<file path="config.mk">
export PLATFORM = sky130hd
export DESIGN_NAME = adjacent_step_sequence_counter_top
export DESIGN_NICKNAME = d
export VERILOG_FILES = /design/src/hdl/assc_pkg.sv /design/src/hdl/assc_datapath.sv /design/src/hdl/assc_ctrl.sv /design/src/hdl/adjacent_step_sequence_counter_top.sv
export VERILOG_INCLUDE_DIRS = /design/src /design/src/hdl
export SDC_FILE = /design/constraint.sdc
export NUM_CORES = 2
export LEC_CHECK = 0
export ABC_AREA = 1
export BUFFER_PORTS_ARGS = -buffer_cell sky130_fd_sc_hd__buf_2
export CAP_MARGIN = 20
export CORE_ASPECT_RATIO = 1.5
export CORE_MARGIN = 10
export CORE_UTILIZATION = 43
export CTS_CLUSTER_SIZE = 25
export DETAILED_ROUTE_END_ITERATION = 16
export PLACE_DENSITY = 0.56
export SYNTH_ARGS = -nofsm -noshare
export SYNTH_HDL_FRONTEND = slang
export SYNTH_HIERARCHICAL = 1
export SYNTH_SLANG_ARGS = --single-unit
</file>
<file path="constraint.sdc">
create_clock -name clk -period 14.25 [get_ports clk]
set_input_delay 2.1375 -clock clk [delete_from_list [all_inputs] [get_ports clk]]
set_output_delay 2.1375 -clock clk [all_outputs]
set_load 0.01 [all_outputs]
</file>
<file path="src/hdl/adjacent_step_sequence_counter_top_macros.svh">
// Assertion macros shared by the adjacent step sequence counter modules.
`ifndef ADJACENT_STEP_SEQUENCE_COUNTER_TOP_MACROS_SVH
`define ADJACENT_STEP_SEQUENCE_COUNTER_TOP_MACROS_SVH

// The condition must hold at every clock edge outside reset.
`define ASSC_ASSERT_NOW(label, cond, msg) \
    label: assert property (@(posedge clk) disable iff (!rst_n) (cond)) else $error(msg);

// When the trigger holds, the consequence must hold in the following cycle.
`define ASSC_ASSERT_NEXT(label, trig, cons, msg) \
    label: assert property (@(posedge clk) disable iff (!rst_n) (trig) |=> (cons)) \
        else $error(msg);

`endif

</file>
<file path="src/hdl/assc_pkg.sv">
// Package with shared types, constants and modular arithmetic for the counter.
package assc_pkg;

    localparam int COUNT_W = 30;
    localparam int VALUE_W = 8;
    localparam int OUT_TDATA_W = 32;
    localparam logic [COUNT_W-1:0] COUNT_MOD = 30'd1000000007;
    localparam logic [VALUE_W-1:0] MAX_VALUE_RESET = 8'd100;

    typedef struct packed {
        logic start;
        logic seed;
        logic load_out;
    } cmd_t;

    typedef struct packed {
        logic done;
    } status_t;

    function automatic logic [COUNT_W-1:0] mod_add(input logic [COUNT_W-1:0] a,
                                                   input logic [COUNT_W-1:0] b);
        logic [COUNT_W:0] s;
        logic [COUNT_W:0] p;
        p = {1'b0, COUNT_MOD};
        s = {1'b0, a} + {1'b0, b};
        return (s >= p) ? COUNT_W'(s - p) : s[COUNT_W-1:0];
    endfunction

endpackage

</file>
<file path="src/hdl/assc_datapath.sv">
// Datapath: count memory, sliding three-entry window, reduction stages and total.
`include "adjacent_step_sequence_counter_top_macros.svh"

module assc_datapath #(
    parameter int MAX_VALUE = 128
) (
    input  logic                          clk,
    input  logic                          rst_n,
    input  logic                          cfg_we,
    input  logic [assc_pkg::VALUE_W-1:0]  cfg_wdata,
    input  logic [assc_pkg::VALUE_W-1:0]  template_value,
    input  assc_pkg::cmd_t                cmd,
    output assc_pkg::status_t             status,
    output logic [assc_pkg::COUNT_W-1:0]  array_count
);

    localparam int AW = $clog2(MAX_VALUE);
    localparam int BW = $clog2(MAX_VALUE + 1);
    localparam int CW = (BW > assc_pkg::VALUE_W) ? BW : assc_pkg::VALUE_W;

    logic [assc_pkg::COUNT_W-1:0] mem [MAX_VALUE];

    logic [assc_pkg::VALUE_W-1:0] max_value_reg;
    logic [assc_pkg::VALUE_W-1:0] fixed_reg;
    logic [BW-1:0]                bound_reg;
    logic [BW-1:0]                bound_now;

    logic                         rd_active_reg;
    logic [BW-1:0]                rd_idx_reg;
    logic [assc_pkg::COUNT_W-1:0] rdata_reg;

    logic                         s1_valid_reg;
    logic [BW-1:0]                s1_idx_reg;
    logic [assc_pkg::COUNT_W-1:0] cur_reg;
    logic [assc_pkg::COUNT_W-1:0] prev_reg;

    logic                         a_valid_reg;
    logic [AW-1:0]                a_j_reg;
    logic [assc_pkg::COUNT_W-1:0] a_t_reg;
    logic [assc_pkg::COUNT_W-1:0] a_p_reg;

    logic                         c_valid_reg;
    logic                         c_last_reg;
    logic [assc_pkg::COUNT_W-1:0] c_fresh_reg;

    logic [assc_pkg::COUNT_W-1:0] total_reg;
    logic [assc_pkg::COUNT_W-1:0] count_out_reg;

    logic [BW-1:0]                b_v;
    logic                         b_allowed;
    logic [assc_pkg::COUNT_W-1:0] b_fresh;

    assign bound_now = (32'(max_value_reg) > 32'(MAX_VALUE)) ? BW'(MAX_VALUE)
                                                             : BW'(max_value_reg);

    assign b_v = BW'(a_j_reg) + BW'(1);
    assign b_allowed = (b_v <= bound_reg) &&
                       ((fixed_reg == '0) || (CW'(fixed_reg) == CW'(b_v)));

    always_comb
    begin
        if (!b_allowed)
        begin
            b_fresh = '0;
        end
        else if (cmd.seed)
        begin
            b_fresh = assc_pkg::COUNT_W'(1);
        end
        else
        begin
            b_fresh = assc_pkg::mod_add(a_t_reg, a_p_reg);
        end
    end

    always_ff @(posedge clk or negedge rst_n)
    begin
        if (!rst_n)
        begin
            max_value_reg <= assc_pkg::MAX_VALUE_RESET;
            rd_active_reg <= 1'b0;
            rd_idx_reg    <= '0;
            s1_valid_reg  <= 1'b0;
            a_valid_reg   <= 1'b0;
            c_valid_reg   <= 1'b0;
        end
        else
        begin
            if (cfg_we)
            begin
                max_value_reg <= cfg_wdata;
            end

            if (cmd.start)
            begin
                rd_active_reg <= 1'b1;
                rd_idx_reg    <= '0;
            end
            else if (rd_active_reg)
            begin
                rd_idx_reg <= rd_idx_reg + BW'(1);
                if (rd_idx_reg == BW'(MAX_VALUE))
                begin
                    rd_active_reg <= 1'b0;
                end
            end

            s1_valid_reg <= rd_active_reg;
            a_valid_reg  <= s1_valid_reg && (s1_idx_reg >= BW'(1));
            c_valid_reg  <= a_valid_reg;
        end
    end

    always_ff @(posedge clk)
    begin
        if (rd_active_reg && (rd_idx_reg < BW'(MAX_VALUE)))
        begin
            rdata_reg <= mem[rd_idx_reg[AW-1:0]];
        end
        if (a_valid_reg)
        begin
            mem[a_j_reg] <= b_fresh;
        end
    end

    always_ff @(posedge clk)
    begin
        if (cmd.start)
        begin
            fixed_reg <= template_value;
            bound_reg <= bound_now;
            total_reg <= '0;
        end
        else if (c_valid_reg)
        begin
            total_reg <= assc_pkg::mod_add(total_reg, c_fresh_reg);
        end

        s1_idx_reg <= rd_idx_reg;

        if (s1_valid_reg)
        begin
            cur_reg  <= rdata_reg;
            prev_reg <= cur_reg;
            a_j_reg  <= AW'(s1_idx_reg - BW'(1));
            a_t_reg  <= assc_pkg::mod_add(cur_reg,
                                          (s1_idx_reg < bound_reg) ? rdata_reg : '0);
            a_p_reg  <= (s1_idx_reg >= BW'(2)) ? prev_reg : '0;
        end

        c_fresh_reg <= b_fresh;
        c_last_reg  <= (a_j_reg == AW'(MAX_VALUE - 1));

        if (cmd.load_out)
        begin
            count_out_reg <= total_reg;
        end
    end

    assign status.done = c_valid_reg && c_last_reg;
    assign array_count = count_out_reg;

    `ASSC_ASSERT_NEXT(a_total_reduced, c_valid_reg, total_reg < assc_pkg::COUNT_MOD,
        "running total left the residue range")
    `ASSC_ASSERT_NOW(a_no_start_mid_sweep, !(cmd.start && (rd_active_reg || a_valid_reg)),
        "new item started while a sweep was still running")

endmodule

</file>
<file path="src/hdl/assc_ctrl.sv">
// Controller state machine: item acceptance, sweep tracking and result register.
`include "adjacent_step_sequence_counter_top_macros.svh"

module assc_ctrl (
    input  logic               clk,
    input  logic               rst_n,
    input  logic               s_tvalid,
    input  logic               s_tlast,
    output logic               s_tready,
    output logic               m_tvalid,
    input  logic               m_tready,
    output assc_pkg::cmd_t     cmd,
    input  assc_pkg::status_t  status
);

    typedef enum logic [1:0] {
        IDLE,
        SWEEP,
        FINISH
    } state_t;

    state_t state_reg;
    state_t state_next;
    logic   last_reg;
    logic   at_start_reg;
    logic   m_tvalid_reg;
    logic   m_tvalid_next;

    assign s_tready     = (state_reg == IDLE);
    assign cmd.start    = (state_reg == IDLE) && s_tvalid;
    assign cmd.seed     = at_start_reg;
    assign cmd.load_out = (state_reg == FINISH) && last_reg && (!m_tvalid_reg || m_tready);
    assign m_tvalid     = m_tvalid_reg;

    always_comb
    begin
        state_next    = state_reg;
        m_tvalid_next = m_tvalid_reg && !m_tready;
        case (state_reg)
            IDLE:
            begin
                if (s_tvalid)
                begin
                    state_next = SWEEP;
                end
            end
            SWEEP:
            begin
                if (status.done)
                begin
                    state_next = FINISH;
                end
            end
            FINISH:
            begin
                if (!last_reg)
                begin
                    state_next = IDLE;
                end
                else if (cmd.load_out)
                begin
                    state_next    = IDLE;
                    m_tvalid_next = 1'b1;
                end
            end
            default:
            begin
                state_next = IDLE;
            end
        endcase
    end

    always_ff @(posedge clk or negedge rst_n)
    begin
        if (!rst_n)
        begin
            state_reg    <= IDLE;
            last_reg     <= 1'b0;
            at_start_reg <= 1'b1;
            m_tvalid_reg <= 1'b0;
        end
        else
        begin
            state_reg    <= state_next;
            m_tvalid_reg <= m_tvalid_next;
            if (cmd.start)
            begin
                last_reg <= s_tlast;
            end
            if ((state_reg == FINISH) && (state_next == IDLE))
            begin
                at_start_reg <= last_reg;
            end
        end
    end

    `ASSC_ASSERT_NOW(a_done_in_sweep, !status.done || (state_reg == SWEEP),
        "sweep completion seen outside the sweep state")
    `ASSC_ASSERT_NOW(a_load_slot_free, !cmd.load_out || !m_tvalid_reg || m_tready,
        "result loaded over a beat not yet taken")
    `ASSC_ASSERT_NEXT(a_start_enters_sweep, cmd.start, state_reg == SWEEP,
        "accepted beat did not start a sweep")

endmodule

</file>
<file path="src/hdl/adjacent_step_sequence_counter_top.sv">
// Top level of the adjacent step sequence counter.
//
// Input beats carry one template element each: s_tdata[7:0] is the element
// (zero means free, otherwise the fixed value) and s_tlast marks the final
// element of an array. On the last element the block returns one output beat
// whose m_tdata[29:0] holds the number of matching arrays modulo 1000000007.
// The register max_value is written through cfg_we and cfg_wdata while idle;
// the user is bound to this, as the block itself does not enforce it. Each
// element sweeps all MAX_VALUE count entries through one read and one write
// port of the count memory, so the next element is taken only after the
// sweep of the previous one is done. The result beat is presented after the
// last element's final count entry is written and the total is updated.
// A stalled result waits in its output register while the next element is
// accepted and swept; a following result then waits until the previous one is
// taken. Reset clears the control state, sets max_value to 100 and starts a
// fresh array; the count memory needs no clearing because the first element
// of an array rewrites every entry.
module adjacent_step_sequence_counter_top #(
    parameter int MAX_VALUE = 128
) (
    input  logic        clk,
    input  logic        rst_n,
    input  logic        cfg_we,
    input  logic [7:0]  cfg_wdata,      // max_value
    input  logic        s_tvalid,
    output logic        s_tready,
    input  logic [7:0]  s_tdata,        // [7:0] template_value
    input  logic        s_tlast,        // is_last
    output logic        m_tvalid,
    input  logic        m_tready,
    output logic [31:0] m_tdata         // [29:0] array_count, [31:30] zero
);

    assc_pkg::cmd_t               cmd;
    assc_pkg::status_t            status;
    logic [assc_pkg::COUNT_W-1:0] array_count;

    assc_ctrl u_ctrl (
        .clk      (clk),
        .rst_n    (rst_n),
        .s_tvalid (s_tvalid),
        .s_tlast  (s_tlast),
        .s_tready (s_tready),
        .m_tvalid (m_tvalid),
        .m_tready (m_tready),
        .cmd      (cmd),
        .status   (status)
    );

    assc_datapath #(
        .MAX_VALUE (MAX_VALUE)
    ) u_datapath (
        .clk            (clk),
        .rst_n          (rst_n),
        .cfg_we         (cfg_we),
        .cfg_wdata      (cfg_wdata),
        .template_value (s_tdata),
        .cmd            (cmd),
        .status         (status),
        .array_count    (array_count)
    );

    assign m_tdata = {(assc_pkg::OUT_TDATA_W - assc_pkg::COUNT_W)'(0), array_count};

endmodule
</file>
==> metrics <==
crit path capture type=register; placed insts=18600; # IOs=56; ys flop type=edfxtp_1; port bufs=53; H-tree levels=5; fillcell total=34900; drt drc=0; Tmin final=6.10 ns; Critical Path AT=6.77 ns; DR vias=115000; max-cap viol count=0; Post-CTS Setup Bufs=0; fin cells=19300; GRT Util Overall=0.256; syn_area_per_cell=12.3 um^2; Multi-input gate area=42200 um^2; Die H=789 um; antenna-violating nets left=0; critical setup path kind=register to register; Hold Startpoint=u_datapath/total_reg[0]$_SDFFE_PP0P_; post-synthesis sequential area ratio=0.728; Crit-path slowest cell=buf_4; max FFs per register=3840; Area growth syn-to-layout=11.6%; Nets=13900; Setup-failing EPs final=0; initial drt markers=12600; worst r2r src=u_datapath/a_j_reg[5]$_DFFE_PP_; CP startpoint=u_datapath/a_j_reg[5]$_DFFE_PP_; asr flop ratio synth=0.00604; hold crit path type=register to register; first-pass GRT wire length=791000 um; register bit total from synthesis=4137; final period utilization=0.428; final-report hold violation count=0; Initial Utilization=0.432; maximum VDD drop=0.000219 V; Peak Freq=164 MHz; critical path launch point type=register; DIE AREA=421000 um^2; clock skew=0.0851 ns; worst-case clock buffer depth=4; layout cells sized above 1=0.0854; Power Density=220 nW/um^2; total gr overflow=0; DRT Wirelength=560000 um; number of synthesized flops with an enable pin=4043; Worst Tran Pin Value=1.31 ns; largest fanout on the critical path=65; Distinct cells, synth=68; initial antenna violation count=30; hpwl dp=319000 um; CTS tree=yes; register area=123000 um^2; Die X=533 um; Largest Register=u_datapath/mem; Leak Pwr=60.9 nW; Worst-Skew Late Latency=0.98 ns; synthesized instance count=13800; Routability Congestion=0.902; clk root buf=clkbuf_16; largest net degree at the start of global routing=171; CP required=14.91 ns; Crit path top cell by count=nand2_1; RSZ-0062 raised after global routing=false; cell chain of the critical path=nand2_1 > nor2_1 > clkinv_1 > nor2_1 > ha_1 > nand2_1 > inv_1 > a221oi_1 > a2bb2oi_1 > a21oi_1 > nand2_1 > inv_2 > nand2_1 > nor2_4 > buf_4 > buf_4; Slew headroom=0.122; status=completed; setup TNS=0 ns; CTS hold repair buffers=0; cts repair resizes=0; clock sink count=4137; FP Rows=282; CTS Buf Count=382; Initial DRT Pass Iterations=6; drt wl/cell=29.0 um; Mapped Area=170000 um^2; number of global-route vias before repair=109000; slowest stage delay, CP=0.75 ns; Clk pin slew, worst setup/hold paths=0.07 ns; vias per cell=5.95; max-slew violation count=0; core area=393000 um^2; YS warnings=6
-- per-stage QoR --
stage | utilization | area [um^2] | hold slack, ns | power [mW] | worst slack (ns)
after CTS | 0.482 | 189000 | 0.457 | 41.5 | 8.18
final | 0.482 | 189000 | 0.457 | 41.6 | 8.15
after floorplan | - | 170000 | 0.345 | 24.7 | 5.68
after global placement | 0.451 | 177000 | 0.447 | 31.6 | 8.37
after detailed placement | 0.451 | 177000 | 0.451 | 31.6 | 8.23
after global routing | 0.482 | 189000 | 0.482 | 43.5 | 7.90
-- placed cells by master, fill, tap and decap left out, types with 18 or more instances in the layout --
| master | count |
|---|---|
| nand2_1 | 1329 |
| o211ai_1 | 109 |
| a31oi_1 | 82 |
| inv_1 | 473 |
| buf_4 | 347 |
| o22ai_1 | 640 |
| nand2_2 | 21 |
| diode_2 | 20 |
| buf_2 | 53 |
| buf_12 | 21 |
| o221ai_1 | 304 |
| nand3_1 | 480 |
| nand4_1 | 69 |
| clkinv_1 | 83 |
| a22o_1 | 50 |
| dfxtp_1 | 69 |
| a21oi_1 | 219 |
| clkbuf_1 | 85 |
| xor2_1 | 39 |
| nor2_1 | 2359 |
| bufinv_16 | 25 |
| nor2_4 | 151 |
| nor3_1 | 35 |
| o21ai_0 | 2111 |
| o21ai_1 | 29 |
| clkinv_2 | 66 |
| clkbuf_16 | 388 |
| nand3b_1 | 18 |
| edfxtp_1 | 4043 |
| ha_1 | 114 |
-- layer usage --
| layer | share of wire | GRT usage | up-vias |
|---|---|---|---|
| met5 | 0.000068 | 0 | - |
| met4 | 0.064 | 0.140 | 6 |
| met3 | 0.075 | 0.0363 | 1093 |
| met2 | 0.48 | 0.431 | 4822 |
| met1 | 0.38 | 0.319 | 58600 |
| li1 | - | - | 50600 |
-- cells by family (layout without fill, tap and decap cells) --
| group | Yosys count | in the layout | share of synthesized area |
|---|---|---|---|
| AND/OR/NAND/NOR | 4515 | 4515 | 0.107 |
| flip-flops | 4137 | 4137 | 0.728 |
| AO/OA/AOI/OAI | 3612 | 3612 | 0.123 |
| buffers and inverters | 1353 | 1605 | 0.0306 |
| adder cells (fa/ha/maj) | 117 | 117 | 0.00876 |
| XOR/XNOR | 64 | 64 | 0.00377 |
| other | 1 | 22 | 0.0000221 |
-- cell type report --
cell class	instances	share of cell area
flip-flops and latches	4137	0.652
multi-input cells	8310	0.223
clock buffers	482	0.0536
well taps	5254	0.0347
repair buffers	423	0.0175
inverters	492	0.0100
clock inverters	208	0.00919
diodes	20	0.000264
-- cell usage after synthesis, drive strengths merged, types with 2 or more instances --
| cell type | instances | area, um^2 |
|---|---|---|
| clkinv | 4 | 15.0 |
| nand2 | 1355 | 5180 |
| xnor2 | 18 | 184 |
| o221ai | 304 | 2660 |
| o31ai | 2 | 15.0 |
| a21boi | 3 | 22.5 |
| buf | 62 | 349 |
| a32oi | 2 | 17.5 |
| nor3 | 39 | 205 |
| a22o | 50 | 438 |
| a221o | 2 | 20.0 |
| a221oi | 6 | 52.6 |
| a311oi | 6 | 52.6 |
| xor2 | 46 | 455 |
| nor4 | 19 | 119 |
| fa | 3 | 60.1 |
| o2111ai | 3 | 26.3 |
| o22ai | 640 | 4000 |
| dfrtp | 21 | 526 |
| nand4 | 69 | 432 |
| a32o | 5 | 50.1 |
| o21bai | 13 | 109 |
| nand3 | 485 | 2460 |
| dfstp | 4 | 105 |
| clkbuf | 799 | 3000 |
| edfxtp | 4043 | 121000 |
| o21ai | 2141 | 10700 |
| o211ai | 109 | 818 |
| nor2 | 2523 | 9500 |
| a31oi | 82 | 513 |
| ha | 114 | 1430 |
| a211oi | 6 | 45.0 |
| and2 | 3 | 18.8 |
| o311ai | 2 | 17.5 |
| and3 | 2 | 12.5 |
| o21a | 6 | 45.0 |
| nand3b | 18 | 135 |
| inv | 488 | 1830 |
| a21oi | 223 | 1130 |
| dfxtp | 69 | 1380 |
-- critical path, delay by kind of cell (launching register included) --
kind | cells | cell delay [ns]
adders and majority gates | 1 | 0.32
buffers and inverters | 5 | 2.47
and+or+nand+nor | 7 | 1.74
DFF | 1 | 0.42
AOI/OAI and AO/OA | 3 | 0.67
-- where the power goes --
group | switching, mW | internal [mW] | leakage [nW]
Sequential | 0.568 | 14.2 | 35.3
Combinational | 12.7 | 4.14 | 19.7
Clock | 4.50 | 5.50 | 5.79
Total | 17.8 | 23.8 | 60.9
-- final timing paths --
check,end,slack [ns],cells after the start
max,u_datapath/mem[2][7]$_DFFE_PP_,8.15,16
min,u_datapath/array_count[0]$_DFFE_PP_,0.46,0
max reg2reg,u_datapath/mem[2][7]$_DFFE_PP_,8.15,16
min reg2reg,u_datapath/array_count[0]$_DFFE_PP_,0.46,0
max in group asynchronous,u_datapath/rd_idx_reg[2]$_DFFE_PN0P_,12.27,1
min in group asynchronous,u_datapath/a_valid_reg$_DFF_PN0_,1.28,1
Note: power is estimated with default switching activity, not from simulation.
